===== src/design/tgld_pkg.sv =====
// tgld_pkg: shared types, widths, reset values and register indexes
// for the touch gesture led dimmer; no dependencies
`default_nettype none

package tgld_pkg;

   localparam int TICK_COUNT_WIDTH_DEF = 16;
   localparam int DEBOUNCE_W = 10;
   localparam int MS_W       = 14;
   localparam int INTERVAL_W = 8;
   localparam int LEVEL_W    = 8;
   localparam int CSR_DATA_W = 14;
   localparam int CSR_IDX_W  = 3;
   localparam int QUEUE_DEPTH = 2;

   localparam logic [DEBOUNCE_W-1:0] DEBOUNCE_RST = 10'd50;
   localparam logic                  ACTIVE_RST   = 1'b1;
   localparam logic [MS_W-1:0]       MEDIUM_RST   = 14'd500;
   localparam logic [MS_W-1:0]       LONG_RST     = 14'd1000;
   localparam logic [INTERVAL_W-1:0] INTERVAL_RST = 8'd10;
   localparam logic                  GESTURE_RST  = 1'b1;
   localparam logic [LEVEL_W-1:0]    LEVEL_RST    = 8'd128;
   localparam logic [LEVEL_W-1:0]    LEVEL_MAX    = 8'd255;

   typedef enum logic [CSR_IDX_W-1:0] {
      REG_DEBOUNCE = 3'd0,
      REG_ACTIVE   = 3'd1,
      REG_MEDIUM   = 3'd2,
      REG_LONG     = 3'd3,
      REG_INTERVAL = 3'd4,
      REG_GESTURE  = 3'd5
   } tgld_reg_type;

   typedef struct packed {
      logic [DEBOUNCE_W-1:0] debounce_ms;
      logic                  active_level;
      logic [MS_W-1:0]       medium_ms;
      logic [MS_W-1:0]       long_ms;
      logic [INTERVAL_W-1:0] ramp_interval_ms;
      logic                  gestures_enabled;
   } tgld_cfg_type;

   // classified tick handed from front to back
   typedef struct packed {
      logic short_press;
      logic pressed;
      logic hold_start;
      logic in_window;
   } tgld_event_type;

endpackage

`default_nettype wire


===== src/design/tgld_if.sv =====
// tgld_req_if / tgld_rsp_if: valid-ready channels of the dimmer
// depends on: nothing
`default_nettype none

interface tgld_req_if;
   logic valid;
   logic ready;
   logic pin_level;

   modport source (output valid, output pin_level, input ready);
   modport sink   (input valid, input pin_level, output ready);
endinterface

interface tgld_rsp_if;
   logic       valid;
   logic       ready;
   logic       short_press;
   logic [7:0] pwm_duty;
   logic       led_on;
   logic [7:0] level_setting;
   logic       save_request;

   modport source (output valid, output short_press, output pwm_duty, output led_on,
                   output level_setting, output save_request, input ready);
   modport sink   (input valid, input short_press, input pwm_duty, input led_on,
                   input level_setting, input save_request, output ready);
endinterface

`default_nettype wire


===== src/design/touch_gesture_led_dimmer.sv =====
// touch_gesture_led_dimmer: top level, config registers, front, queue and back
// depends on: tgld_pkg, tgld_if, tgld_front, tgld_queue, tgld_back
//
//   channel   | direction | handshake        | carries
//   req_ch    | in        | valid / ready    | pin_level, one item per ms tick
//   rsp_ch    | out       | valid / ready    | short_press, pwm_duty, led_on,
//             |           |                  | level_setting, save_request
//   csr_*     | in        | csr_wr_en        | csr_index, csr_wdata (write only)
//
// the front takes one item per cycle while the queue has room; the back commits
// most items in the cycle it sees them, once rsp_ch is free; an item that starts
// a falling ramp passes issue, eight square root steps on the 8x8 multiplier, apply
// reset is synchronous and active high; it restores the config registers and control state
// a stalled rsp_ch holds the result register; the queue keeps the front going
`default_nettype none

module touch_gesture_led_dimmer #(
   parameter int TICK_COUNT_WIDTH = tgld_pkg::TICK_COUNT_WIDTH_DEF
) (
   input  wire logic                            clock,
   input  wire logic                            reset,
   tgld_req_if.sink                             req_ch,
   tgld_rsp_if.source                           rsp_ch,
   input  wire logic                            csr_wr_en,
   input  wire logic [tgld_pkg::CSR_IDX_W-1:0]  csr_index,
   input  wire logic [tgld_pkg::CSR_DATA_W-1:0] csr_wdata
);
   import tgld_pkg::*;

   tgld_cfg_type   cfg_ff;
   logic           push_valid, push_ready;
   tgld_event_type push_data;
   logic           pop_valid, pop_ready;
   tgld_event_type pop_data;

   // config registers, masked to their widths; unknown indexes are ignored
   always_ff @(posedge clock) begin
      if (reset) begin
         cfg_ff.debounce_ms      <= DEBOUNCE_RST;
         cfg_ff.active_level     <= ACTIVE_RST;
         cfg_ff.medium_ms        <= MEDIUM_RST;
         cfg_ff.long_ms          <= LONG_RST;
         cfg_ff.ramp_interval_ms <= INTERVAL_RST;
         cfg_ff.gestures_enabled <= GESTURE_RST;
      end else if (csr_wr_en) begin
         case (csr_index)
            REG_DEBOUNCE: cfg_ff.debounce_ms      <= csr_wdata[DEBOUNCE_W-1:0];
            REG_ACTIVE:   cfg_ff.active_level     <= csr_wdata[0];
            REG_MEDIUM:   cfg_ff.medium_ms        <= csr_wdata[MS_W-1:0];
            REG_LONG:     cfg_ff.long_ms          <= csr_wdata[MS_W-1:0];
            REG_INTERVAL: cfg_ff.ramp_interval_ms <= csr_wdata[INTERVAL_W-1:0];
            REG_GESTURE:  cfg_ff.gestures_enabled <= csr_wdata[0];
            default: ;
         endcase
      end
   end

   // debounce and press classification, including the long hold mark
   tgld_front #(
      .TICK_COUNT_WIDTH (TICK_COUNT_WIDTH)
   ) u_front (
      .clock      (clock),
      .reset      (reset),
      .cfg        (cfg_ff),
      .req_ch     (req_ch),
      .push_valid (push_valid),
      .push_ready (push_ready),
      .push_data  (push_data)
   );

   // decouples the front from square root stalls and rsp backpressure
   tgld_queue u_queue (
      .clock      (clock),
      .reset      (reset),
      .push_valid (push_valid),
      .push_ready (push_ready),
      .push_data  (push_data),
      .pop_valid  (pop_valid),
      .pop_ready  (pop_ready),
      .pop_data   (pop_data)
   );

   // led toggle, brightness ramp and result register
   tgld_back u_back (
      .clock     (clock),
      .reset     (reset),
      .cfg       (cfg_ff),
      .pop_valid (pop_valid),
      .pop_ready (pop_ready),
      .pop_data  (pop_data),
      .rsp_ch    (rsp_ch)
   );

endmodule

`default_nettype wire


===== src/design/tgld_front.sv =====
// tgld_front: accepts ticks, debounces the pin and classifies each tick
// depends on: tgld_pkg, tgld_if
`default_nettype none

module tgld_front #(
   parameter int TICK_COUNT_WIDTH = tgld_pkg::TICK_COUNT_WIDTH_DEF
) (
   input  wire logic                    clock,
   input  wire logic                    reset,
   input  wire tgld_pkg::tgld_cfg_type  cfg,
   tgld_req_if.sink                     req_ch,
   output logic                         push_valid,
   input  wire logic                    push_ready,
   output tgld_pkg::tgld_event_type     push_data
);
   import tgld_pkg::*;

   localparam int TW = TICK_COUNT_WIDTH;
   localparam int CW = (TW > MS_W) ? TW : MS_W;

   logic          prev_level_ff, prev_level_in;
   logic [TW-1:0] stable_ff, stable_in;
   logic [TW-1:0] press_ff, press_in;
   logic          pressed_ff, pressed_in;
   logic          handled_ff, handled_in;
   logic          accept;
   logic          lvl;
   logic          short_press;

   assign req_ch.ready = push_ready;
   assign push_valid   = req_ch.valid;
   assign accept       = req_ch.valid && push_ready;
   assign lvl          = req_ch.pin_level;

   always_comb begin
      press_in      = (press_ff == '1) ? press_ff : press_ff + 1'b1;
      stable_in     = (lvl != prev_level_ff) ? '0 :
                      ((stable_ff == '1) ? stable_ff : stable_ff + 1'b1);
      pressed_in    = pressed_ff;
      handled_in    = handled_ff;
      prev_level_in = lvl;
      short_press   = 1'b0;
      if (CW'(stable_in) > CW'(cfg.debounce_ms)) begin
         if (lvl == cfg.active_level && !pressed_ff) begin
            pressed_in = 1'b1;
            press_in   = '0;
            handled_in = 1'b0;
         end else if (lvl != cfg.active_level && pressed_ff) begin
            pressed_in = 1'b0;
            if (!handled_ff && (!cfg.gestures_enabled ||
                                CW'(press_in) < CW'(cfg.medium_ms))) begin
               short_press = 1'b1;
            end
            handled_in = 1'b0;
         end
      end
      // long hold marks the press handled here so the next release sees it
      push_data.hold_start = cfg.gestures_enabled && pressed_in && !handled_in &&
                             (CW'(press_in) >= CW'(cfg.long_ms));
      if (push_data.hold_start) begin
         handled_in = 1'b1;
      end
      push_data.short_press = short_press;
      push_data.pressed     = pressed_in;
      push_data.in_window   = (CW'(press_in) >= CW'(cfg.medium_ms)) &&
                              (CW'(press_in) < CW'(cfg.long_ms));
   end

   always_ff @(posedge clock) begin
      if (reset) begin
         prev_level_ff <= ~ACTIVE_RST;
         stable_ff     <= '0;
         press_ff      <= '0;
         pressed_ff    <= 1'b0;
         handled_ff    <= 1'b0;
      end else if (accept) begin
         prev_level_ff <= prev_level_in;
         stable_ff     <= stable_in;
         press_ff      <= press_in;
         pressed_ff    <= pressed_in;
         handled_ff    <= handled_in;
      end
   end

endmodule

`default_nettype wire


===== src/design/tgld_queue.sv =====
// tgld_queue: short fifo of classified ticks between front and back
// depends on: tgld_pkg
`default_nettype none

module tgld_queue (
   input  wire logic                     clock,
   input  wire logic                     reset,
   input  wire logic                     push_valid,
   output logic                          push_ready,
   input  wire tgld_pkg::tgld_event_type push_data,
   output logic                          pop_valid,
   input  wire logic                     pop_ready,
   output tgld_pkg::tgld_event_type      pop_data
);
   import tgld_pkg::*;

   localparam int PW = (QUEUE_DEPTH > 1) ? $clog2(QUEUE_DEPTH) : 1;
   localparam int NW = $clog2(QUEUE_DEPTH + 1);

   tgld_event_type entry_ff [QUEUE_DEPTH];
   logic [PW-1:0]  wr_ptr_ff, rd_ptr_ff;
   logic [NW-1:0]  count_ff;
   logic           do_push, do_pop;

   assign push_ready = (count_ff != NW'(QUEUE_DEPTH));
   assign pop_valid  = (count_ff != '0);
   assign pop_data   = entry_ff[rd_ptr_ff];
   assign do_push    = push_valid && push_ready;
   assign do_pop     = pop_valid && pop_ready;

   function automatic logic [PW-1:0] next_ptr(input logic [PW-1:0] p);
      return (p == PW'(QUEUE_DEPTH - 1)) ? '0 : p + 1'b1;
   endfunction

   always_ff @(posedge clock) begin
      if (do_push) begin
         entry_ff[wr_ptr_ff] <= push_data;
      end
   end

   always_ff @(posedge clock) begin
      if (reset) begin
         wr_ptr_ff <= '0;
         rd_ptr_ff <= '0;
         count_ff  <= '0;
      end else begin
         if (do_push) begin
            wr_ptr_ff <= next_ptr(wr_ptr_ff);
         end
         if (do_pop) begin
            rd_ptr_ff <= next_ptr(rd_ptr_ff);
         end
         if (do_push && !do_pop) begin
            count_ff <= count_ff + 1'b1;
         end else if (do_pop && !do_push) begin
            count_ff <= count_ff - 1'b1;
         end
      end
   end

endmodule

`default_nettype wire


===== src/design/tgld_back.sv =====
// tgld_back: led state, brightness ramp with square root start, result register
// depends on: tgld_pkg, tgld_if
`default_nettype none

module tgld_back (
   input  wire logic                     clock,
   input  wire logic                     reset,
   input  wire tgld_pkg::tgld_cfg_type   cfg,
   input  wire logic                     pop_valid,
   output logic                          pop_ready,
   input  wire tgld_pkg::tgld_event_type pop_data,
   tgld_rsp_if.source                    rsp_ch
);
   import tgld_pkg::*;

   typedef enum logic [2:0] {
      ST_RUN   = 3'b001,
      ST_ROOT  = 3'b010,
      ST_APPLY = 3'b100
   } tgld_state_type;

   tgld_state_type state_ff, state_in;

   logic               ramping_ff, ramping_in;
   logic               rising_ff, rising_in;
   logic [LEVEL_W-1:0] pos_ff, pos_in;
   logic [7:0]         rticks_ff, rticks_in;
   logic               was_ff, was_in;
   logic               led_ff, led_in;
   logic [LEVEL_W-1:0] bright_ff, bright_in;
   logic [LEVEL_W-1:0] duty_ff, duty_in;
   logic               save;
   logic               need_root;

   logic [LEVEL_W-1:0]   root_ff;
   logic [2:0]           bit_ff;
   logic [2*LEVEL_W-1:0] root_n_ff;
   logic [LEVEL_W-1:0]   root_try;
   logic [2*LEVEL_W-1:0] root_sq;
   logic [2*LEVEL_W-1:0] gamma_sum;

   logic rsp_valid_ff;
   logic out_free;
   logic commit;

   assign out_free = !rsp_valid_ff || rsp_ch.ready;

   // one tick of the led step; in the downward start case pos comes from root_ff
   always_comb begin
      ramping_in = ramping_ff;
      rising_in  = rising_ff;
      pos_in     = pos_ff;
      rticks_in  = (rticks_ff == 8'hFF) ? rticks_ff : rticks_ff + 1'b1;
      led_in     = led_ff;
      bright_in  = bright_ff;
      duty_in    = duty_ff;
      save       = 1'b0;
      need_root  = 1'b0;
      gamma_sum  = '0;
      if (cfg.gestures_enabled) begin
         if (pop_data.hold_start && !ramping_ff) begin
            if (!led_ff || bright_ff == '0) begin
               rising_in = 1'b1;
               pos_in    = '0;
               led_in    = 1'b1;
            end else begin
               rising_in = 1'b0;
               pos_in    = root_ff;
               need_root = 1'b1;
            end
            ramping_in = 1'b1;
            rticks_in  = '0;
         end
         if (ramping_in && pop_data.pressed) begin
            if (rticks_in >= cfg.ramp_interval_ms) begin
               rticks_in = '0;
               if (rising_in) begin
                  if (pos_in != LEVEL_MAX) pos_in = pos_in + 1'b1;
               end else begin
                  if (pos_in != '0) pos_in = pos_in - 1'b1;
               end
               // quadratic gamma
               gamma_sum = {{LEVEL_W{1'b0}}, pos_in} * {{LEVEL_W{1'b0}}, pos_in}
                           + {{LEVEL_W{1'b0}}, pos_in};
               bright_in = gamma_sum[2*LEVEL_W-1:LEVEL_W];
               if (bright_in == '0 && !rising_in) begin
                  led_in  = 1'b0;
                  duty_in = '0;
               end else begin
                  duty_in = bright_in;
               end
            end
         end else if (was_ff && !pop_data.pressed) begin
            if (ramping_in) begin
               ramping_in = 1'b0;
               save       = 1'b1;
            end else if (pop_data.in_window) begin
               led_in = !led_ff;
               if (led_in) begin
                  if (bright_ff == '0) bright_in = LEVEL_RST;
                  duty_in = bright_in;
               end else begin
                  duty_in = '0;
               end
               save = 1'b1;
            end
         end
      end
      was_in = pop_data.pressed;
   end

   // one restoring square root bit per cycle
   assign root_try = root_ff | (LEVEL_W'(1) << bit_ff);
   assign root_sq  = {{LEVEL_W{1'b0}}, root_try} * {{LEVEL_W{1'b0}}, root_try};

   always_comb begin
      state_in = state_ff;
      commit   = 1'b0;
      case (state_ff)
         ST_RUN: begin
            if (pop_valid && out_free) begin
               if (need_root) begin
                  state_in = ST_ROOT;
               end else begin
                  commit = 1'b1;
               end
            end
         end
         ST_ROOT: begin
            if (bit_ff == '0) state_in = ST_APPLY;
         end
         ST_APPLY: begin
            if (out_free) begin
               commit   = 1'b1;
               state_in = ST_RUN;
            end
         end
         default: state_in = ST_RUN;
      endcase
   end

   assign pop_ready = commit;

   always_ff @(posedge clock) begin
      if (state_ff == ST_RUN) begin
         root_ff   <= '0;
         bit_ff    <= 3'd7;
         // brightness times 255
         root_n_ff <= {bright_ff, {LEVEL_W{1'b0}}} - {{LEVEL_W{1'b0}}, bright_ff};
      end else if (state_ff == ST_ROOT) begin
         if (root_sq <= root_n_ff) root_ff <= root_try;
         bit_ff <= bit_ff - 1'b1;
      end
   end

   always_ff @(posedge clock) begin
      if (reset) begin
         state_ff     <= ST_RUN;
         ramping_ff   <= 1'b0;
         rising_ff    <= 1'b1;
         pos_ff       <= '0;
         rticks_ff    <= '0;
         was_ff       <= 1'b0;
         led_ff       <= 1'b0;
         bright_ff    <= LEVEL_RST;
         duty_ff      <= '0;
         rsp_valid_ff <= 1'b0;
      end else begin
         state_ff <= state_in;
         if (commit) begin
            ramping_ff   <= ramping_in;
            rising_ff    <= rising_in;
            pos_ff       <= pos_in;
            rticks_ff    <= rticks_in;
            was_ff       <= was_in;
            led_ff       <= led_in;
            bright_ff    <= bright_in;
            duty_ff      <= duty_in;
            rsp_valid_ff <= 1'b1;
         end else if (rsp_ch.ready) begin
            rsp_valid_ff <= 1'b0;
         end
      end
   end

   always_ff @(posedge clock) begin
      if (commit) begin
         rsp_ch.short_press   <= pop_data.short_press;
         rsp_ch.pwm_duty      <= duty_in;
         rsp_ch.led_on        <= led_in;
         rsp_ch.level_setting <= bright_in;
         rsp_ch.save_request  <= save;
      end
   end

   assign rsp_ch.valid = rsp_valid_ff;

endmodule

`default_nettype wire


===== src/flat_wrapper.sv =====
// flat-port wrapper written by rule: the top's interface ports become plain ports
module touch_gesture_led_dimmer_flat import tgld_pkg::*;
#(
   parameter int TICK_COUNT_WIDTH = tgld_pkg::TICK_COUNT_WIDTH_DEF
)
  (clock, reset, csr_wr_en, csr_index, csr_wdata, req_ch_valid, req_ch_pin_level, req_ch_ready, rsp_ch_valid, rsp_ch_short_press, rsp_ch_pwm_duty, rsp_ch_led_on, rsp_ch_level_setting, rsp_ch_save_request, rsp_ch_ready);
  tgld_req_if req_ch_i ();
  tgld_rsp_if rsp_ch_i ();
  input  wire logic clock;
  input  wire logic reset;
  input  wire logic csr_wr_en;
  input  wire logic [tgld_pkg::CSR_IDX_W-1:0] csr_index;
  input  wire logic [tgld_pkg::CSR_DATA_W-1:0] csr_wdata;
  input wire logic [$bits(req_ch_i.valid)-1:0] req_ch_valid;
  input wire logic [$bits(req_ch_i.pin_level)-1:0] req_ch_pin_level;
  output wire logic [$bits(req_ch_i.ready)-1:0] req_ch_ready;
  output wire logic [$bits(rsp_ch_i.valid)-1:0] rsp_ch_valid;
  output wire logic [$bits(rsp_ch_i.short_press)-1:0] rsp_ch_short_press;
  output wire logic [$bits(rsp_ch_i.pwm_duty)-1:0] rsp_ch_pwm_duty;
  output wire logic [$bits(rsp_ch_i.led_on)-1:0] rsp_ch_led_on;
  output wire logic [$bits(rsp_ch_i.level_setting)-1:0] rsp_ch_level_setting;
  output wire logic [$bits(rsp_ch_i.save_request)-1:0] rsp_ch_save_request;
  input wire logic [$bits(rsp_ch_i.ready)-1:0] rsp_ch_ready;
  assign req_ch_i.valid = req_ch_valid;
  assign req_ch_i.pin_level = req_ch_pin_level;
  assign req_ch_ready = req_ch_i.ready;
  assign rsp_ch_valid = rsp_ch_i.valid;
  assign rsp_ch_short_press = rsp_ch_i.short_press;
  assign rsp_ch_pwm_duty = rsp_ch_i.pwm_duty;
  assign rsp_ch_led_on = rsp_ch_i.led_on;
  assign rsp_ch_level_setting = rsp_ch_i.level_setting;
  assign rsp_ch_save_request = rsp_ch_i.save_request;
  assign rsp_ch_i.ready = rsp_ch_ready;
  touch_gesture_led_dimmer #(.TICK_COUNT_WIDTH(TICK_COUNT_WIDTH)) u_core (.clock(clock), .reset(reset), .req_ch(req_ch_i), .rsp_ch(rsp_ch_i), .csr_wr_en(csr_wr_en), .csr_index(csr_index), .csr_wdata(csr_wdata));
endmodule

===== config.mk =====
export PLATFORM = sky130hd
export DESIGN_NAME = touch_gesture_led_dimmer_flat
export DESIGN_NICKNAME = d
export VERILOG_FILES = /design/src/design/tgld_pkg.sv /design/src/design/tgld_if.sv /design/src/design/touch_gesture_led_dimmer.sv /design/src/design/tgld_front.sv /design/src/design/tgld_queue.sv /design/src/design/tgld_back.sv /design/src/flat_wrapper.sv
export SDC_FILE = /design/constraint.sdc
export NUM_CORES = 1
export LEC_CHECK = 0
export ABC_CLOCK_PERIOD_IN_PS = 14100
export BUFFER_PORTS_ARGS = -buffer_cell sky130_fd_sc_hd__buf_2
export CAP_MARGIN = 25
export CORE_MARGIN = 5
export CORE_UTILIZATION = 40
export CTS_CLUSTER_DIAMETER = 200
export CTS_CLUSTER_SIZE = 24
export DETAILED_ROUTE_END_ITERATION = 16
export HOLD_SLACK_MARGIN = 0.15
export PLACE_DENSITY_LB_ADDON = 0.3
export SLEW_MARGIN = 15
export SYNTH_ARGS = -nofsm -noshare
export SYNTH_HDL_FRONTEND = slang
export SYNTH_SLANG_ARGS = --single-unit

===== constraint.sdc =====
create_clock -name clock -period 14.1 [get_ports clock]
set_input_delay 2.115 -clock clock [delete_from_list [all_inputs] [get_ports clock]]
set_output_delay 2.115 -clock clock [all_outputs]
set_load 0.03 [all_outputs]

==> run metrics <==
most frequent cells in the layout 206 x nand2_1, 199 x nor2_1, 176 x inv_1, 147 x ha_1, 140 x a21oi_1; Clock Path Buffers 2; most common cell after layout, fill and taps aside nand2_1; DRC violation count after routing 0; Die H 198 um; Clock Tree Root clkbuf_16; Worst Skew 0.0126 ns; Max Slew Vio Count 0; DR pass1 iterations 7; slew margin rel. 0.349; Post-Synth XOR/XNOR Area 0.0429; slowest cell on the critical path fa_1; Synthesized Nets between 1,500 and 2,000; Post-synth top flop dfxtp_1; DP Wirelength 26.2 mm; CP Capture Type register; Max FO, Critical Path 9; Total GRT Usage 0.178; Core ar. 34,600 um^2; Post-CTS Resized 0; post-layout net count 1,955; Worst Reg-to-Reg Cells 29; GRT overflow 0; cts hold-fix bufs 0; Filler cells 3,405; RSZ-0062 raised after global routing no; number of global-route vias before repair 11,498; initial antenna violation count 0; CTS buffer count 17; antenna fix cells 0; Post-synth EDFFs 43; Avg WL per Cell 15.6 um; Slew @ Worst Pin 0.966 ns; FP Rows 68; Layout Area Growth over Synthesis 8.74%; compound-cell area share of the yosys netlist 0.166; clock sink count around 180; multi-input gate area in the final layout 9040 um^2; full die area 39,100 um^2; minimum clock period 8.65 ns; violation count after the first detailed-routing iteration 709; Hold Crit Class reg -> reg; input/output buffers 43; Setup crit start kind register; largest net degree at the start of global routing 71; Final GP Congestion 0.899; max_cap viols 0; final setup margin 5.45 ns; Reg clk slew, reported paths 0.07 ns; Vias/cell 5.38; Hold Fails Final Rpt 0; layout cell share with drive strength beyond 1 0.0752; count of cell types in the netlist between 80 and 90; post-synthesis simple-gate area fraction 0.204; Die Width 198 um; YS warnings 0; main combinational cell family by area after synthesis adder cells; H-tree levels 4; Ports 44; first-pass GRT wire length 57.6 mm; fraction of registers with async set or reset after synthesis 0; Mapped Area between 10,000 and 15,000 um^2; max incr delay on CP about 0.62 ns; hold path cells 2; LEAKAGE 0.00712 uW; Final ANT Viol Nets 0; Final Cycle Share 0.613; outcome completed; FF+latch area 4070 um^2; final wirelength 34.2 mm; mux cell area share after synthesis 0.0168; power density over the cells 125 nW/um^2; Synth Area in Adders 0.212; Initial Util 0.407; post-route setup TNS 0 ns; via count 11,814; crit path DAT around 8.8 ns; Post-Syn Instances 1,716; clk_lat worst skew 0.43 ns; #FFs+latches synth 182; synthesized area per cell 8.21 um^2; Peak VDD IR approximately 0.09 mV; f_max around 120 MHz; worst slack, placed 5.55 ns; CP Class reg -> reg; cell mode on critical path ha_1; postcts setup bufs 0; CTS tree yes; setup violators final 0; critical path required time 14.25 ns; register area share after synthesis 0.289
==> cell families (layout without fill, tap and decap cells) <==
group / count (synthesis) / in the layout
adder cells (fa/ha/maj): 204 / 204
AND/OR/NAND/NOR: 622 / 622
XOR/XNOR: 69 / 69
buffers and inverters: 251 / 276
AO/OA/AOI/OAI: 366 / 366
flip-flops: 182 / 182
multiplexers: 22 / 22
==> final cells by class <==
cell class | count | share of cell area
clock buffer | 17 | 0.0278
clock inverter | 15 | 0.00939
inverter | 179 | 0.0442
multi-input combinational | 1283 | 0.590
sequential | 182 | 0.266
tap | 455 | 0.0372
timing repair buffer | 65 | 0.0256
==> routing by layer <==
metal | part of all wire | global-route usage
met4 | 0.016 | 0.0377
met5 | 0 | 0
met3 | 0.040 | 0.0242
met1 | 0.45 | 0.235
met2 | 0.49 | 0.311
==> metrics by stage <==
stage                     std cells  hold WS [ns]  total power, uW   util  cell area (um^2)
final                          2196         0.456             1920  0.442             15300
after global routing           2196         0.478             2060  0.442             15300
after CTS                      2193         0.458             1930  0.441             15300
after detailed placement       2161         0.448             1460  0.425             14700
after global placement         2159         0.439             1450  0.425             14700
after floorplan                1716         0.428             1250      -             14100
==> critical path, delay by kind of cell, from the launching register on <==
kind	cells	cell delay [ns]
AND/OR/NAND/NOR	6	1.33
flip-flops	1	0.44
XOR/XNOR	2	0.74
buffers and inverters	3	0.52
adder cells (fa/ha/maj)	7	2.74
AO/OA/AOI/OAI	11	2.60
==> flip-flops by register name (all words and copies together), names as in the netlist, 16 cells and up, named ones only <==
name and cells:
u_core.cfg_ff 48, u_core.u_back.root_n_ff 16, u_core.u_front.press_ff 16, u_core.u_front.stable_ff 16
==> synthesized netlist by cell type, types with 13 or more instances <==
library cell,count,share of area
a211oi_1,18,0.0096
a21o_1,31,0.017
a21oi_1,140,0.050
clkbuf_1,59,0.016
dfxtp_1,139,0.20
edfxtp_1,43,0.092
fa_1,57,0.081
ha_1,147,0.13
inv_1,176,0.047
nand2_1,206,0.055
nand2b_1,25,0.011
nand3_1,40,0.014
nand4_1,21,0.0093
nor2_1,199,0.053
nor2b_1,13,0.0058
nor3_1,35,0.012
o211ai_1,13,0.0069
o21a_1,17,0.0091
o21ai_0,69,0.025
xnor2_1,46,0.029
xor2_1,23,0.014
==> report_power, final <==
group	leakage, uW	internal, uW	switching (uW)
combinational	0.00529	260	497
sequential	0.00156	640	60.3
clock	0.000271	234	229
==> path summary, 6_finish.rpt <==
check,startpoint,end,slack [ns]
hold / removal,u_core.cfg_ff[6]$_SDFFE_PP0P_,u_core.cfg_ff[6]$_SDFFE_PP0P_,0.46
hold reg to reg,u_core.cfg_ff[6]$_SDFFE_PP0P_,u_core.cfg_ff[6]$_SDFFE_PP0P_,0.46
setup / recovery,u_core.u_back.bright_ff[0]$_SDFFE_PP0P_,u_core.u_back.rsp_ch.led_on$_DFFE_PP_,5.45
setup reg to reg,u_core.u_back.bright_ff[0]$_SDFFE_PP0P_,u_core.u_back.rsp_ch.led_on$_DFFE_PP_,5.45
Power figures use the tool's default switching activity.
